===== config.mk =====
export PLATFORM = sky130hd
export DESIGN_NAME = humidity_frame_crc_converter
export DESIGN_NICKNAME = d
export VERILOG_FILES = /design/src/rtl/hfcrc_pkg.sv /design/src/rtl/humidity_frame_crc_converter.sv
export SDC_FILE = /design/constraint.sdc
export NUM_CORES = 1
export LEC_CHECK = 0
export BUFFER_PORTS_ARGS = -buffer_cell sky130_fd_sc_hd__clkbuf_2
export CORE_MARGIN = 2
export CORE_UTILIZATION = 55
export DETAILED_ROUTE_END_ITERATION = 10
export HOLD_SLACK_MARGIN = 0.08
export PLACE_DENSITY = 0.84
export SETUP_SLACK_MARGIN = 0.3
export SLEW_MARGIN = 25
export SYNTH_ARGS = -nofsm -noshare
export SYNTH_HDL_FRONTEND = slang
export SYNTH_SLANG_ARGS = --single-unit
export TNS_END_PERCENT = 10

===== constraint.sdc =====
create_clock -name clk -period 10.1 [get_ports clk]
set_input_delay 2.02 -clock clk [delete_from_list [all_inputs] [get_ports clk]]
set_output_delay 2.02 -clock clk [all_outputs]
set_load 0.03 [all_outputs]

===== src/rtl/hfcrc_pkg.sv =====
package hfcrc_pkg;

	localparam int unsigned FrameBytes = 6;
	localparam logic [7:0] CrcInit = 8'hFF;
	localparam logic [7:0] CrcPoly = 8'h31;
	localparam logic [7:0] CrcTop = 8'h80;

	// Scale factors for the two readings (full scale 65535)
	localparam logic [14:0] TempScale = 15'd17500;
	localparam logic [13:0] HumScale = 14'd10000;
	localparam logic [16:0] FullScale = 17'd65535;
	localparam logic signed [15:0] TempOffset = 16'sd4500;

	// Widths of the scaled products
	localparam int unsigned TempProdW = 31;
	localparam int unsigned HumProdW = 30;

	typedef logic [2:0] pos_t;
	typedef logic [1:0] tally_t;

	// One byte of CRC-8, MSB first, no final xor
	function automatic logic [7:0] crc8_byte(input logic [7:0] crc, input logic [7:0] data);
		logic [7:0] c;
		c = crc ^ data;
		for (int k = 0; k < 8; k++) begin
			if ((c & CrcTop) != 8'd0) begin
				c = {c[6:0], 1'b0} ^ CrcPoly;
			end else begin
				c = {c[6:0], 1'b0};
			end
		end
		return c;
	endfunction

endpackage


===== src/rtl/humidity_frame_crc_converter.sv =====
// Humidity frame CRC converter. Takes a six-byte sensor read frame one byte
// per request (two words of high byte, low byte, CRC-8 with polynomial 0x31
// and initial value 0xFF), checks both CRCs and, on the byte marked last,
// delivers one result with the raw words, the scaled temperature and
// humidity in hundredths, the CRC error count, a length error flag, a frame
// valid flag and a 16-bit wrapping count of valid frames. Other bytes give
// no result. A byte can be accepted every cycle; a result passes through the
// input register, then the frame update with the scaling multiply into stage
// 2, then the divide-by-65535 correction into the output register. Stages
// with no data accept new work even while the output is held, so one byte
// per cycle is sustained unless results back up.
module humidity_frame_crc_converter
	import hfcrc_pkg::*;
(
	input  logic                clk,
	input  logic                arst_n,
	input  logic                in_valid,
	output logic                in_ready,
	input  logic [7:0]          raw_byte,
	input  logic                last_byte,
	output logic                out_valid,
	input  logic                out_ready,
	output logic signed [14:0]  temperature_centi,
	output logic [13:0]         humidity_centi,
	output logic [15:0]         raw_temperature,
	output logic [15:0]         raw_humidity,
	output logic [1:0]          crc_error_count,
	output logic                length_error,
	output logic                frame_valid,
	output logic [15:0]         valid_count
);

	// Stage 1: input register
	logic        valid_s1;
	logic [7:0]  byte_s1;
	logic        last_s1;

	// Frame state
	pos_t        pos_q;
	logic        overrun_q;
	logic [15:0] word_one_q;
	logic [15:0] word_two_q;
	logic [7:0]  crc_q;
	tally_t      tally_q;
	logic [15:0] good_q;

	// Stage 2: products and flags
	logic                   valid_s2;
	logic [TempProdW-1:0]   tprod_s2;
	logic [HumProdW-1:0]    hprod_s2;
	logic [15:0]            w1_s2;
	logic [15:0]            w2_s2;
	tally_t                 tally_s2;
	logic                   len_err_s2;
	logic                   fvalid_s2;
	logic [15:0]            good_s2;

	// Stage 3: output register
	logic        valid_s3;

	logic en_s3, en_s2, en_s1;

	// Advance each stage when the next one has room
	assign en_s3 = !valid_s3 || out_ready;
	assign en_s2 = !valid_s2 || en_s3;
	assign en_s1 = !valid_s1 || en_s2;
	assign in_ready = en_s1;
	assign out_valid = valid_s3;

	// Next frame state from the byte in stage 1
	pos_t        pos_n;
	logic        overrun_n;
	logic [15:0] w1_n;
	logic [15:0] w2_n;
	logic [7:0]  crc_n;
	tally_t      tally_n;
	logic        len_err_n;
	logic        fvalid_n;
	logic [15:0] good_n;
	logic [7:0]  crc_upd;
	logic        take_s1;

	assign crc_upd = crc8_byte(crc_q, byte_s1);
	assign take_s1 = valid_s1 && en_s2;

	always_comb begin
		pos_n = pos_q;
		overrun_n = overrun_q;
		w1_n = word_one_q;
		w2_n = word_two_q;
		crc_n = crc_q;
		tally_n = tally_q;
		unique case (pos_q)
			3'd0, 3'd1: begin
				w1_n = {word_one_q[7:0], byte_s1};
				crc_n = crc_upd;
				pos_n = pos_q + 3'd1;
			end
			3'd3, 3'd4: begin
				w2_n = {word_two_q[7:0], byte_s1};
				crc_n = crc_upd;
				pos_n = pos_q + 3'd1;
			end
			3'd2, 3'd5: begin
				if (byte_s1 != crc_q && tally_q != 2'd3) begin
					tally_n = tally_q + 2'd1;
				end
				crc_n = CrcInit;
				pos_n = pos_q + 3'd1;
			end
			default: begin
				overrun_n = 1'b1;
			end
		endcase
		len_err_n = overrun_n || (pos_n != pos_t'(FrameBytes));
		fvalid_n = !len_err_n && (tally_n == 2'd0);
		good_n = fvalid_n ? good_q + 16'd1 : good_q;
	end

	// Input register and frame state
	always_ff @(posedge clk or negedge arst_n) begin
		if (!arst_n) begin
			valid_s1 <= 1'b0;
			pos_q <= '0;
			overrun_q <= 1'b0;
			word_one_q <= '0;
			word_two_q <= '0;
			crc_q <= CrcInit;
			tally_q <= '0;
			good_q <= '0;
		end else begin
			if (en_s1) begin
				valid_s1 <= in_valid;
			end
			if (take_s1) begin
				if (last_s1) begin
					// Close the frame and start a new one
					pos_q <= '0;
					overrun_q <= 1'b0;
					word_one_q <= '0;
					word_two_q <= '0;
					crc_q <= CrcInit;
					tally_q <= '0;
					good_q <= good_n;
				end else begin
					pos_q <= pos_n;
					overrun_q <= overrun_n;
					word_one_q <= w1_n;
					word_two_q <= w2_n;
					crc_q <= crc_n;
					tally_q <= tally_n;
				end
			end
		end
	end

	// Hold the request payload in stage 1
	always_ff @(posedge clk) begin
		if (en_s1 && in_valid) begin
			byte_s1 <= raw_byte;
			last_s1 <= last_byte;
		end
	end

	// Stage 2: only the last byte of a frame makes a result
	always_ff @(posedge clk or negedge arst_n) begin
		if (!arst_n) begin
			valid_s2 <= 1'b0;
		end else if (en_s2) begin
			valid_s2 <= valid_s1 && last_s1;
		end
	end

	always_ff @(posedge clk) begin
		if (take_s1 && last_s1) begin
			tprod_s2 <= TempProdW'(w1_n) * TempProdW'(TempScale);
			hprod_s2 <= HumProdW'(w2_n) * HumProdW'(HumScale);
			w1_s2 <= w1_n;
			w2_s2 <= w2_n;
			tally_s2 <= tally_n;
			len_err_s2 <= len_err_n;
			fvalid_s2 <= fvalid_n;
			good_s2 <= good_n;
		end
	end

	// Divide by 65535: quotient of x>>16, then one correction step
	logic [14:0]        tq0;
	logic [16:0]        trem;
	logic [14:0]        tquot;
	logic [13:0]        hq0;
	logic [16:0]        hrem;
	logic [13:0]        hquot;
	logic signed [15:0] temp_full;

	always_comb begin
		tq0 = tprod_s2[TempProdW-1:16];
		trem = {1'b0, tprod_s2[15:0]} + {2'b00, tq0};
		tquot = (trem >= FullScale) ? tq0 + 15'd1 : tq0;
		hq0 = hprod_s2[HumProdW-1:16];
		hrem = {1'b0, hprod_s2[15:0]} + {3'b000, hq0};
		hquot = (hrem >= FullScale) ? hq0 + 14'd1 : hq0;
		temp_full = signed'({1'b0, tquot}) - TempOffset;
	end

	// Stage 3: output register
	always_ff @(posedge clk or negedge arst_n) begin
		if (!arst_n) begin
			valid_s3 <= 1'b0;
		end else if (en_s3) begin
			valid_s3 <= valid_s2;
		end
	end

	always_ff @(posedge clk) begin
		if (en_s3 && valid_s2) begin
			temperature_centi <= temp_full[14:0];
			humidity_centi <= hquot;
			raw_temperature <= w1_s2;
			raw_humidity <= w2_s2;
			crc_error_count <= tally_s2;
			length_error <= len_err_s2;
			frame_valid <= fvalid_s2;
			valid_count <= good_s2;
		end
	end

endmodule


# ---- Word-level counts from Yosys, hierarchy flattened
# Index checks and enable logic that the tools add are counted.
dict set report classes {
  n_addsub 8
  n_mul 2
  n_lt_le_gt_ge 2
  eq_ne 8
  mux 24
  n_bitwise 9
  reduce_logical 25
}
# cell count
set op_table {}
lappend op_table {{16-bit two-way mux} 5}
lappend op_table {{6-bit two-way mux} 8}
lappend op_table {{17-bit by 16-bit greater-or-equal comparator with 1-bit output, second input constant} 2}
lappend op_table {{16-bit by 13-bit multiplier with 29-bit output, second input constant} 1}
lappend op_table {{16-bit by 10-bit multiplier with 26-bit output, second input constant} 1}
lappend op_table {{3-bit inverter} 8}
lappend op_table {{16-bit by 14-bit adder with 17-bit output} 1}
lappend op_table {{16-bit by 15-bit adder with 17-bit output} 1}
lappend op_table {{16-bit by 1-bit adder with 16-bit output, second input constant} 1}
lappend op_table {{8-bit case mux with 2 select lines} 1}
lappend op_table {{15-bit by 1-bit adder with 15-bit output, second input constant} 1}
lappend op_table {{15-bit two-way mux} 1}
lappend op_table {{15-bit by 13-bit subtractor with 15-bit output, second input constant} 1}
lappend op_table {{14-bit by 1-bit adder with 14-bit output, second input constant} 1}
lappend op_table {{14-bit two-way mux} 1}
lappend op_table {{8-bit two-way mux} 1}
lappend op_table {{8-bit inequality test} 1}
lappend op_table {{8-bit bitwise XOR} 1}
lappend op_table {{1-bit logical AND} 7}
lappend op_table {{3-bit by 2-bit == test with 1-bit output, second input constant} 2}
lappend op_table {{3-bit == test, second input constant} 2}
lappend op_table {{2-bit two-way mux} 3}
lappend op_table {{3-bit two-way mux} 2}
lappend op_table {{2-bit OR reduction} 3}
lappend op_table {{other kinds (14)} 22}
dict set report word_totals {
  regBits 262
  in_bits 13
  out_inout_bits 83
}

# ---- Logic depth before layout (Yosys ltp)
# Gate-level depths: netlist of the first run.
dict set report logic_depth {
  word_depth 19
  mapped_depth 28
  depth_no_buf 26
}

# ---- Worst setup path before layout of the first run
# OpenSTA, ideal clock, no wires.
dict set report synth_timing {
  path_type {reg2reg}
  startpoint {reg pos_q[0]}
  endpoint {reg tprod_s2[30], data pin}
  setup_ns 0.256
  arrival_ns 6.729
  path_slack_ns 3.115
  stages_incl_launch_ff 29
  n_path_buf 2
  synth_period_minus_slack_ns 6.985
  path_cell_list {dfrtp_1 > inv_1 > ha_1 > o21bai_1 > buf_1 > buf_1 > mux2i_1 > inv_1 > ha_1 > inv_1 > fa_1 > inv_1 > ha_1 > fa_1 > inv_1 > fa_1 > inv_1 > ha_1 > a21o_1 > a21oi_1 > nand2_1 > a31o_2 > a41oi_1 > a31oi_1 > a21oi_1 > nor2b_1 > o21a_1 > o41a_1 > a31o_2}
}
dict set report synth_between {
  elab_chain_cells 4
  word_cells_on_any_way 5
}
# item line
set synth_lines {}
lappend synth_lines {{start, declared} humidity_frame_crc_converter.sv:39} ;# pos_t pos_q;
lappend synth_lines {{start signal, assigned} humidity_frame_crc_converter.sv:146} ;# pos_q <= pos_n;
lappend synth_lines {{3-bit by 1-bit == test with 1-bit output or 3-bit zero test (tied branches)} humidity_frame_crc_converter.sv:93} ;# unique case (pos_q)
lappend synth_lines {{2-bit OR reduction (*)} humidity_frame_crc_converter.sv:93}
lappend synth_lines {{16-bit two-way mux (*)} humidity_frame_crc_converter.sv:93}
lappend synth_lines {{named net w1_n[11]} humidity_frame_crc_converter.sv:73} ;# logic [15:0] w1_n;
lappend synth_lines {{16-bit by 13-bit multiplier with 29-bit output (*)} humidity_frame_crc_converter.sv:176} ;# tprod_s2 <= TempProdW'(w1_n) * TempProdW'(TempScale);
lappend synth_lines {{end signal, assigned} humidity_frame_crc_converter.sv:176}
lappend synth_lines {{end, declared} humidity_frame_crc_converter.sv:49} ;# logic [TempProdW-1:0] tprod_s2;
# The timed path passes the listed nets; every way through them passes the cells marked *.
# A chain may end at the register's enable or synchronous reset.

# ---- Final worst setup path of the first run
dict set report layout_timing {
  startpoint {reg pos_q[0]}
  endpoint {reg tprod_s2[30], data pin}
}
dict set report layout_between {
  elab_chain_cells 4
  word_cells_on_any_way 5
}
# item line
set layout_lines {}
lappend layout_lines {{3-bit by 1-bit == test with 1-bit output or 3-bit zero test (tied branches)} humidity_frame_crc_converter.sv:93}
lappend layout_lines {{2-bit OR reduction (*)} humidity_frame_crc_converter.sv:93}
lappend layout_lines {{16-bit two-way mux (*)} humidity_frame_crc_converter.sv:93}
lappend layout_lines {{16-bit by 13-bit multiplier with 29-bit output (*)} humidity_frame_crc_converter.sv:176}
# Every way passes the cells marked *; elsewhere a longest branch is shown, timed or not.

==> reports/results.txt, run 1 <==
via count -> 11940
die area -> 0.03312 mm2
Tcrit/Tclk final -> 73.67%
Antenna Diode Count -> 0
first-pass GRT wire length -> 58660 um
Worst-Margin Slew -> 1022 ps
maximum operating frequency -> 134.4 MHz
# H-tree levels -> 1
Worst Setup Start Kind -> register
R2R Path Start -> pos_q[0]$_DFFE_PN0P_
initial antenna violation count -> 0
Clock transition at path regs -> 70 ps
footprint of the multi-input gates -> 0.009124 mm2
final worst path period need -> 7441 ps
Max Slew Vio Count -> 0
RSZ-0062 raised after global routing -> false
Critical Path Start -> pos_q[0]$_DFFE_PN0P_
worst path required time -> 10400 ps
worst hold path startpoint -> w2_s2[5]$_DFFE_PP_
TNS Setup -> 0 ps
Core ar. -> 0.03139 mm2
final setup skew -> 10.45 ps
main area contributors after synthesis -> edfxtp_1, ha_1, fa_1
I/O pins -> 96
Synth Register Bits -> 257
DP Worst Slack -> 2555 ps
top_reg_cell synth -> edfxtp_1
Mapped Cells -> 1548
vias in the first global route -> 11800
share of the synthesized area in the top cell type -> 33.08%
Syn Area/Cell -> 11.26 um2
dominant cell type by area after synthesis -> edfxtp_1
Starting Density -> 55.51%
CTS Buffer Depth -> 3
First-pass DRT Iterations -> 5
worst rel slew slack -> 31.63%
# rows -> 65
Die H -> 182 um
CTS root buf -> clkbuf_16
layout cells sized above 1 -> 11.63%
crit path DAT -> 7740 ps
Layout Nets -> 1947
WHS -> 416.8 ps
setup bufs post-CTS -> 0
Fillers -> 2392
Clock Sinks -> 257
PortBufs -> 95
Hold WC Path Type -> reg -> reg
DIE WIDTH -> 182 um
Crit. End Element -> register
asr flop ratio synth -> 25.29%
register area -> 0.007402 mm2
synth warn -> 0
post-CTS resize count -> 0
EDFF count, synth -> 192
setup ws final -> 2659 ps
endpoints failing setup -> 0
total CTS buffers -> 27
CTS tree -> yes
status -> finished clean
clk_lat worst skew -> 550 ps
Distinct cells, synth -> 84
DR iter-0 viols -> 1104
Post-Syn Area -> 0.01743 mm2
HPWL Detailed -> 26700 um
DRC Markers -> 0
GR Util All Layers -> 21.84%
ANT nets after route -> 0
vias per cell -> 5.744
Post-Syn Nets -> 1840
max-cap viol count -> 0
post-synthesis sequential area ratio -> 42.48%
Hold-fix buffers, CTS -> 0
global route total overflow -> 0
largest net degree at the start of global routing -> 82
final hold violation count -> 0
RD Place Congestion -> 0.8876
WL/cell -> 17.48 um
Worst Path Max Fanout -> 19
critical path type -> reg -> reg
wirelength, routed -> 36330 um
area grow syn2layout -> 11.06%
-- final timing paths --
| kind | to | slack (ps) | cells after the start |
|---|---|---|---|
| worst max register to register | tprod_s2[30]$_DFFE_PP_ | 2660 | 23 |
| worst min-delay path | raw_humidity[5]$_DFFE_PP_ | 420 | 0 |
| min in group asynchronous | word_two_q[10]$_DFFE_PN0P_ | 1660 | 2 |
| worst max-delay path | tprod_s2[30]$_DFFE_PP_ | 2660 | 23 |
| worst min register to register | raw_humidity[5]$_DFFE_PP_ | 420 | 0 |
| max in group asynchronous | good_q[15]$_DFFE_PN0P_ | 7880 | 2 |
-- cells by family (layout without fill, tap and decap cells) --
family	Yosys count	in the layout	synth area share, %
AND/OR/NAND/NOR	344	344	9.743
adder cells (fa/ha/maj)	279	279	23.22
flip-flops	257	257	42.48
buffers and inverters	244	372	5.313
AO/OA/AOI/OAI	240	240	9.528
XOR/XNOR	141	141	7.130
multiplexers	43	43	2.592
-- cell usage in the layout (no fill, tap or decap), types with 57 or more instances in the layout --
cell type,synthesis,final
nand2_1,93,93
nor2_1,85,85
edfxtp_1,192,192
inv_1,222,221
xnor2_1,110,110
dfrtp_1,57,57
ha_1,205,205
fa_1,74,74
o21ai_0,58,58
clkbuf_2,0,94
-- final cells by class --
| type | count | area share (%) |
|---|---|---|
| clock buffer | 37 | 4.170 |
| clock inverter | 13 | 0.7757 |
| inverter | 222 | 4.318 |
| multi-input combinational | 1047 | 47.14 |
| sequential | 257 | 38.24 |
| tap | 402 | 2.599 |
| timing repair buffer | 100 | 2.754 |
-- critical path, cell delays in order (launching register included) --
cell and delay [ps]:
dfrtp_1 490, inv_1 120, ha_1 280, o21bai_4 570, mux2i_1 540, inv_1 170
ha_1 340, ha_1 340, xnor2_1 160, ha_1 320, ha_1 300, fa_1 540
fa_1 480, a21o_1 200, a21oi_1 250, o21ai_0 170, a31o_2 280, a41oi_1 330
a31oi_1 130, a21oi_1 270, nor2b_1 80, o21a_1 190, o41a_1 350, a31o_2 260
-- registers in the layout, summed over array words and instances, names as in the netlist, 2 cells and up --
signal	count
pos_q	3
hprod_s2	22
word_two_q	16
tprod_s2	28
word_one_q	16
tally_q	2
crc_error_count	2
w2_s2	16
byte_s1	8
raw_humidity	16
temperature_centi	15
w1_s2	16
crc_q	8
tally_s2	2
good_s2	16
raw_temperature	16
humidity_centi	14
valid_count	16
good_q	16
-- synth_stat cells (9+ instances only) --
library cell and count:
nand2_1 93, fa_1 74, dfrtp_1 57, nand4_1 22, a21oi_1 49, xnor2_1 110
edfxtp_1 192, nor2_1 85, o21a_1 11, clkbuf_1 14, xor2_1 30, nor3_1 21
mux2i_1 26, a211oi_1 9, ha_1 205, o21ai_0 58, nand3_1 33, and3_1 19
o21bai_1 11, mux2_2 16, nor2b_1 13, inv_1 222, a21o_1 24, a22o_1 11
and2_1 12
-- metrics by stage --
step	instances	utilization, %	area, um2
2_1_floorplan	1548	-	17430
3_3_place_gp	2027	58.47	18360
3_5_place_dp	2027	58.47	18360
4_1_cts	2077	61.52	19310
5_1_grt	2078	61.65	19350
6_report	2078	61.65	19350
-- layer usage --
layer,part of all wire (%),GRT usage [%],vias up
met3,6.7,3.069,71
met1,45,31.09,5829
met2,46,35.53,403
met4,2.2,5.419,0
met5,0,0,-
li1,-,-,5634
Power of run 1 is not shown: default switching activity piles up to over one toggle a cycle in this logic, so the estimate is an artifact.
==> run 2, diff against run 1 <==
--- a/config.mk
+++ b/config.mk
@@ -10,7 +10,7 @@
 export CORE_UTILIZATION = 55
 export DETAILED_ROUTE_END_ITERATION = 10
 export HOLD_SLACK_MARGIN = 0.08
-export PLACE_DENSITY = 0.84
+export PLACE_DENSITY = 0.87
 export SETUP_SLACK_MARGIN = 0.3
 export SLEW_MARGIN = 25
 export SYNTH_ARGS = -nofsm -noshare
==> constraint.sdc (replaced) <==
create_clock -name clk -period 6.4 [get_ports clk]
set_input_delay 1.28 -clock clk [delete_from_list [all_inputs] [get_ports clk]]
set_output_delay 1.28 -clock clk [all_outputs]
set_load 0.03 [all_outputs]
==> run 2 against run 1 <==
Register-to-register slack got worse by 2600 ps; sequential share of layout area fell by 2.7 points; clock-buffer cell count fell by 2; fmax rose by 17%; die area did not move; clock skew rose by 7.7 ps; global-route usage rose by 1.7 points; core utilization rose by 4.7 points; design area rose by 7.6%; first-iteration DRC count rose by 13%; final cell count rose by 4.2%.
==> reports/results.txt, run 2 (synthesis gave the netlist of run 1 again) <==
I/O pins -> 96 (unchanged)
vias per cell -> 6.076 (was 5.744)
clk_lat worst skew -> 560 ps (was 550 ps)
PortBufs -> 95 (unchanged)
HPWL Detailed -> 27900 um (was 26700 um)
global route total overflow -> 0 (unchanged)
worst path required time -> 6710 ps (was 10400 ps)
CTS Buffer Depth -> 3 (unchanged)
Worst Setup Start Kind -> register (unchanged)
Hold-fix buffers, CTS -> 0 (unchanged)
first-pass GRT wire length -> 62800 um (was 58660 um)
Clock Sinks -> 257 (unchanged)
critical path type -> reg -> reg (unchanged)
crit path DAT -> 6670 ps (was 7740 ps)
Starting Density -> 55.51% (unchanged)
Fillers -> 2069 (was 2392)
max reg flops -> 28 (unchanged)
ANT nets after route -> 0 (unchanged)
commonest non-fill, non-tap cell in the layout -> inv_1 (unchanged)
total CTS buffers -> 28 (was 27)
Largest regs -> tprod_s2 (28), hprod_s2 (22) (unchanged)
wirelength, routed -> 45210 um (was 36330 um)
Antenna Diode Count -> 0 (unchanged)
Core ar. -> 0.03139 mm2 (unchanged)
maximum operating frequency -> 157.4 MHz (was 134.4 MHz)
setup ws final -> 46.25 ps (was 2659 ps)
area grow syn2layout -> 19.51% (was 11.06%)
Worst Path Max Fanout -> 6 (was 19)
RD Place Congestion -> 0.8897 (was 0.8876)
RSZ-0062 raised after global routing -> true (was false)
worst rel slew slack -> 39.88% (was 31.63%)
fin util -> 66.35% (was 61.65%)
# rows -> 65 (unchanged)
via count -> 13150 (was 11940)
initial antenna violation count -> 0 (unchanged)
Tcrit/Tclk final -> 99.28% (was 73.67%)
Layout Nets -> 2033 (was 1947)
final setup skew -> 18.12 ps (was 10.45 ps)
layout cells sized above 1 -> 21.10% (was 11.63%)
Clock transition at path regs -> 70 ps (about the same)
die area -> 0.03312 mm2 (unchanged)
CTS tree -> yes (unchanged)
GR Util All Layers -> 23.52% (was 21.84%)
WL/cell -> 20.88 um (was 17.48 um)
final worst path period need -> 6354 ps (was 7441 ps)
R2R setup slack -> 50 ps (was 2660 ps)
final hold violation count -> 0 (unchanged)
DIE WIDTH -> 182 um (unchanged)
CTS root buf -> clkbuf_16 (unchanged)
Biggest register -> tprod_s2 (unchanged)
largest net degree at the start of global routing -> 74 (was 82)
Die H -> 182 um (unchanged)
vias in the first global route -> 12480 (was 11800)
First-pass DRT Iterations -> 6 (was 5)
DR iter-0 viols -> 1247 (was 1104)
Worst-Margin Slew -> 901.7 ps (was 1022 ps)
# H-tree levels -> 1 (unchanged)
endpoints failing setup -> 0 (unchanged)
DP Worst Slack -> -93.86 ps (was 2555 ps)
Hold WC Path Type -> reg -> reg (unchanged)
Max Slew Vio Count -> 0 (unchanged)
highest-count cells in the layout ignoring fill and taps -> inv_1, edfxtp_1, ha_1 (was inv_1, ha_1, edfxtp_1)
max-cap viol count -> 0 (unchanged)
DRC Markers -> 0 (unchanged)
status -> finished clean (unchanged)
Crit. End Element -> register (unchanged)
==> run 2: worst max-delay path, stage by stage, from the launching register on <==
cell	delay, ps
dfrtp_1	420
inv_2	110
ha_4	180
o21bai_4	220
buf_12	160
clkbuf_16	150
buf_4	110
mux2i_1	360
inv_1	240
ha_1	350
inv_1	40
ha_1	310
ha_1	330
fa_1	500
inv_1	60
fa_1	530
inv_1	40
ha_1	410
nand3_1	120
nand2_1	100
a41oi_4	220
a31oi_2	130
a21oi_2	160
nor2b_1	70
o21a_1	200
o41a_1	350
a31o_2	210
==> run 2: worst paths after layout <==
check,from,endpoint,cells after the start
min in group asynchronous,arst_n,word_two_q[2]$_DFFE_PN0P_,2
worst min-delay path,good_s2[9]$_DFFE_PP_,valid_count[9]$_DFFE_PP_,0
worst max-delay path,pos_q[1]$_DFFE_PN0P_,tprod_s2[30]$_DFFE_PP_,26
worst max register to register,pos_q[1]$_DFFE_PN0P_,tprod_s2[30]$_DFFE_PP_,26
max in group asynchronous,arst_n,pos_q[0]$_DFFE_PN0P_,2
worst min register to register,good_s2[9]$_DFFE_PP_,valid_count[9]$_DFFE_PP_,0
==> run 2: layer usage <==
metal / vias to the layer above / part of all wire, % / wire length (um) / GRT usage, %
met3: 214 / 8.4 / 3785 / 3.771
met1: 6397 / 39 / 17530 / 31.42
li1: 5817 / - / - / -
met4: 0 / 5.3 / 2385 / 7.258
met2: 726 / 48 / 21510 / 39.62
met5: - / 0 / 0 / 0
==> run 2: layout make-up <==
| type | count | area (um2) | share of cell area, % |
|---|---|---|---|
| flip-flops and latches | 257 | 7403 | 35.55 |
| clock inverters | 17 | 177.7 | 0.8531 |
| well taps | 402 | 503.0 | 2.415 |
| multi-input cells | 1047 | 9803 | 47.07 |
| clock buffers | 35 | 800.8 | 3.845 |
| repair buffers | 185 | 1300 | 6.242 |
| inverters | 222 | 839.6 | 4.031 |
==> run 2: per-stage QoR <==
| stage | instances | hold slack (ps) | instance area, um2 | TNS (ps) |
|---|---|---|---|---|
| CTS | 2130 | 418.2 | 20010 | 0 |
| floorplan | 1548 | 400.3 | 17470 | 0 |
| finish | 2165 | 418.6 | 20830 | 0 |
| global route | 2165 | 425.0 | 20830 | -30.62 |
| global placement | 2059 | 400.4 | 18640 | 0 |
| detailed placement | 2060 | 404.5 | 18660 | -109.0 |
==> run 2: timing repair <==
action | CTS | global route
pin swaps | 12 | 46
setup endpoints to repair | 9 | 13
resized for setup | 41 | 88
buffers inserted | 16 | 33
cloned | 2 | 2
Power of run 2 is left out for the same reason.
==> run 3, diff against run 2 <==
--- a/config.mk
+++ b/config.mk
@@ -10,7 +10,7 @@
 export CORE_UTILIZATION = 55
 export DETAILED_ROUTE_END_ITERATION = 10
 export HOLD_SLACK_MARGIN = 0.08
-export PLACE_DENSITY = 0.87
+export PLACE_DENSITY = 0.84
 export SETUP_SLACK_MARGIN = 0.3
 export SLEW_MARGIN = 25
 export SYNTH_ARGS = -nofsm -noshare
==> constraint.sdc (replaced) <==
create_clock -name clk -period 7.4 [get_ports clk]
set_input_delay 1.48 -clock clk [delete_from_list [all_inputs] [get_ports clk]]
set_output_delay 1.48 -clock clk [all_outputs]
set_load 0.03 [all_outputs]
==> run 3 against run 2 <==
Clock skew fell by 3.7 ps; via count fell by 9.1%; fmax fell by 6.6%; hold slack got worse by 7.0 ps; clock-buffer cell count fell by 2; design area fell by 6.5%; sequential share of layout area rose by 2.5 points; critical path type unchanged; final cell count fell by 3.4%; non-clock buffer count fell by 74; first-iteration DRC count fell by 7.9%; global-route usage fell by 1.6 points.
==> reports/results.txt, run 3 (synthesis gave the netlist of run 1 again) <==
Worst Path Max Fanout -> 7 (was 6)
Clock Sinks -> 257 (unchanged)
register area -> 0.007403 mm2 (unchanged)
crit path DAT -> 7110 ps (was 6670 ps)
Hold-fix buffers, CTS -> 0 (unchanged)
commonest non-fill, non-tap cell in the layout -> inv_1 (unchanged)
maximum operating frequency -> 147.0 MHz (was 157.4 MHz)
TNS Setup -> 0 ps (unchanged)
Core ar. -> 0.03139 mm2 (unchanged)
Die H -> 182 um (unchanged)
max reg flops -> 28 (unchanged)
Slowest Stage Delay on Critical Path -> 520 ps (was 530 ps)
CP dominant cell by count -> inv_1
DR top layer -> met4 (unchanged)
worst path required time -> 7710 ps (was 6710 ps)
total CTS buffers -> 28 (unchanged)
First-pass DRT Iterations -> 6 (unchanged)
Worst-Margin Slew -> 1006 ps (was 901.7 ps)
vias per cell -> 5.717 (was 6.076)
wirelength, routed -> 36480 um (was 45210 um)
global route total overflow -> 0 (unchanged)
DP Cell Count -> 2038 (was 2060)
ANT nets after route -> 0 (unchanged)
first-pass GRT wire length -> 58750 um (was 62800 um)
Starting Density -> 55.51% (unchanged)
DRC Markers -> 0 (unchanged)
GR Util All Layers -> 21.96% (was 23.52%)
CTS Buffer Depth -> 3 (unchanged)
# H-tree levels -> 1 (unchanged)
Biggest register -> tprod_s2 (unchanged)
Hold WC Path Type -> reg -> reg (unchanged)
Tcrit/Tclk final -> 91.92% (was 99.28%)
clk_lat worst skew -> 560 ps (about the same)
Fillers -> 2392 (was 2069)
Max Slew Vio Count -> 0 (unchanged)
largest net degree at the start of global routing -> 82 (was 74)
PortBufs -> 95 (unchanged)
Layout Nets -> 1959 (was 2033)
worst rel slew slack -> 32.67% (was 39.88%)
RD Place Congestion -> 0.8794 (was 0.8897)
max-cap viol count -> 0 (unchanged)
final hold violation count -> 0 (unchanged)
Crit. End Element -> register (unchanged)
final setup skew -> 14.46 ps (was 18.12 ps)
HPWL Detailed -> 27220 um (was 27900 um)
setup bufs post-CTS -> 0 (was 16)
vias in the first global route -> 11770 (was 12480)
fin util -> 62.02% (was 66.35%)
DR iter-0 viols -> 1148 (was 1247)
endpoints failing setup -> 0 (unchanged)
Clock transition at path regs -> 60 ps (was 70 ps)
via count -> 11960 (was 13150)
CTS root buf -> clkbuf_16 (unchanged)
DIE WIDTH -> 182 um (unchanged)
highest-count cells in the layout ignoring fill and taps -> inv_1, ha_1, edfxtp_1 (was inv_1, edfxtp_1, ha_1)
WHS -> 411.5 ps (was 418.6 ps)
RSZ-0062 raised after global routing -> false (was true)
WL met2 -> 16960 um (was 21510 um)
Final Non-Filler Cells -> 2092 (was 2165)
Largest regs -> tprod_s2 (28), hprod_s2 (22) (unchanged)
WL/cell -> 17.44 um (was 20.88 um)
wire length on met3 -> 2587 um (was 3785 um)
status -> finished clean (unchanged)
Met1 Routed Length -> 16090 um (was 17530 um)
final worst path period need -> 6802 ps (was 6354 ps)
I/O pins -> 96 (unchanged)
post-CTS resize count -> 0 (was 41)
# rows -> 65 (unchanged)
initial antenna violation count -> 1 (was 0)
footprint of the multi-input gates -> 0.009144 mm2 (was 0.009803 mm2)
critical path type -> reg -> reg (unchanged)
Worst Setup Start Kind -> register (unchanged)
area grow syn2layout -> 11.73% (was 19.51%)
die area -> 0.03312 mm2 (unchanged)
CTS tree -> yes (unchanged)
layout cells sized above 1 -> 12.49% (was 21.10%)
slowest CP cell -> fa_1 (unchanged)
==> run 3: changes by cell type in the layout (fill, tap and decap cells not counted), sizes merged <==
cell	change
diode	+1
clkinv	+1
inv	+2
bufinv	+2
clkinvlp	-3
clkbuf	-5
buf	-71
==> run 3: metrics by stage <==
stage,area (um2),worst slack [ps]
after floorplan,17430,415.2
after global placement,18440,661.6
after detailed placement,18440,430.4
after CTS,19400,396.0
after global routing,19470,291.3
final,19470,598.0
==> run 3: final timing paths <==
kind | startpoint | end | slack, ps | depth (start not counted)
setup / recovery | pos_q[1]$_DFFE_PN0P_ | tprod_s2[30]$_DFFE_PP_ | 600 | 26
hold / removal | w1_s2[13]$_DFFE_PP_ | raw_temperature[13]$_DFFE_PP_ | 410 | 0
setup reg to reg | pos_q[1]$_DFFE_PN0P_ | tprod_s2[30]$_DFFE_PP_ | 600 | 26
hold reg to reg | w1_s2[13]$_DFFE_PP_ | raw_temperature[13]$_DFFE_PP_ | 410 | 0
max in group asynchronous | arst_n | pos_q[0]$_DFFE_PN0P_ | 5690 | 2
min in group asynchronous | arst_n | word_two_q[8]$_DFFE_PN0P_ | 1100 | 2
==> run 3: layer usage <==
metal,vias to the layer above,global-route usage (%)
met5,-,0
met1,5837,31.29
li1,5657,-
met4,0,6.194
met2,398,35.15
met3,67,3.369
==> run 3: layout make-up <==
cell class	count	area share, %
Antenna cell	1	0.01285
Tap cell	402	2.583
Timing Repair Buffer	111	3.162
Sequential cell	257	38.02
Clock inverter	19	1.272
Inverter	222	4.293
Multi-Input combinational cell	1047	46.96
Clock buffer	33	3.695
==> run 3: worst max-delay path, delay by kind of cell, from the launching register on <==
| family | cells | cell delay (ps) |
|---|---|---|
| buffers and inverters | 6 | 550 |
| AND/OR/NAND/NOR | 2 | 110 |
| AO/OA/AOI/OAI | 10 | 2280 |
| flip-flops | 1 | 420 |
| multiplexers | 1 | 430 |
| adder cells (fa/ha/maj) | 7 | 2750 |
Power of run 3 is left out for the same reason.
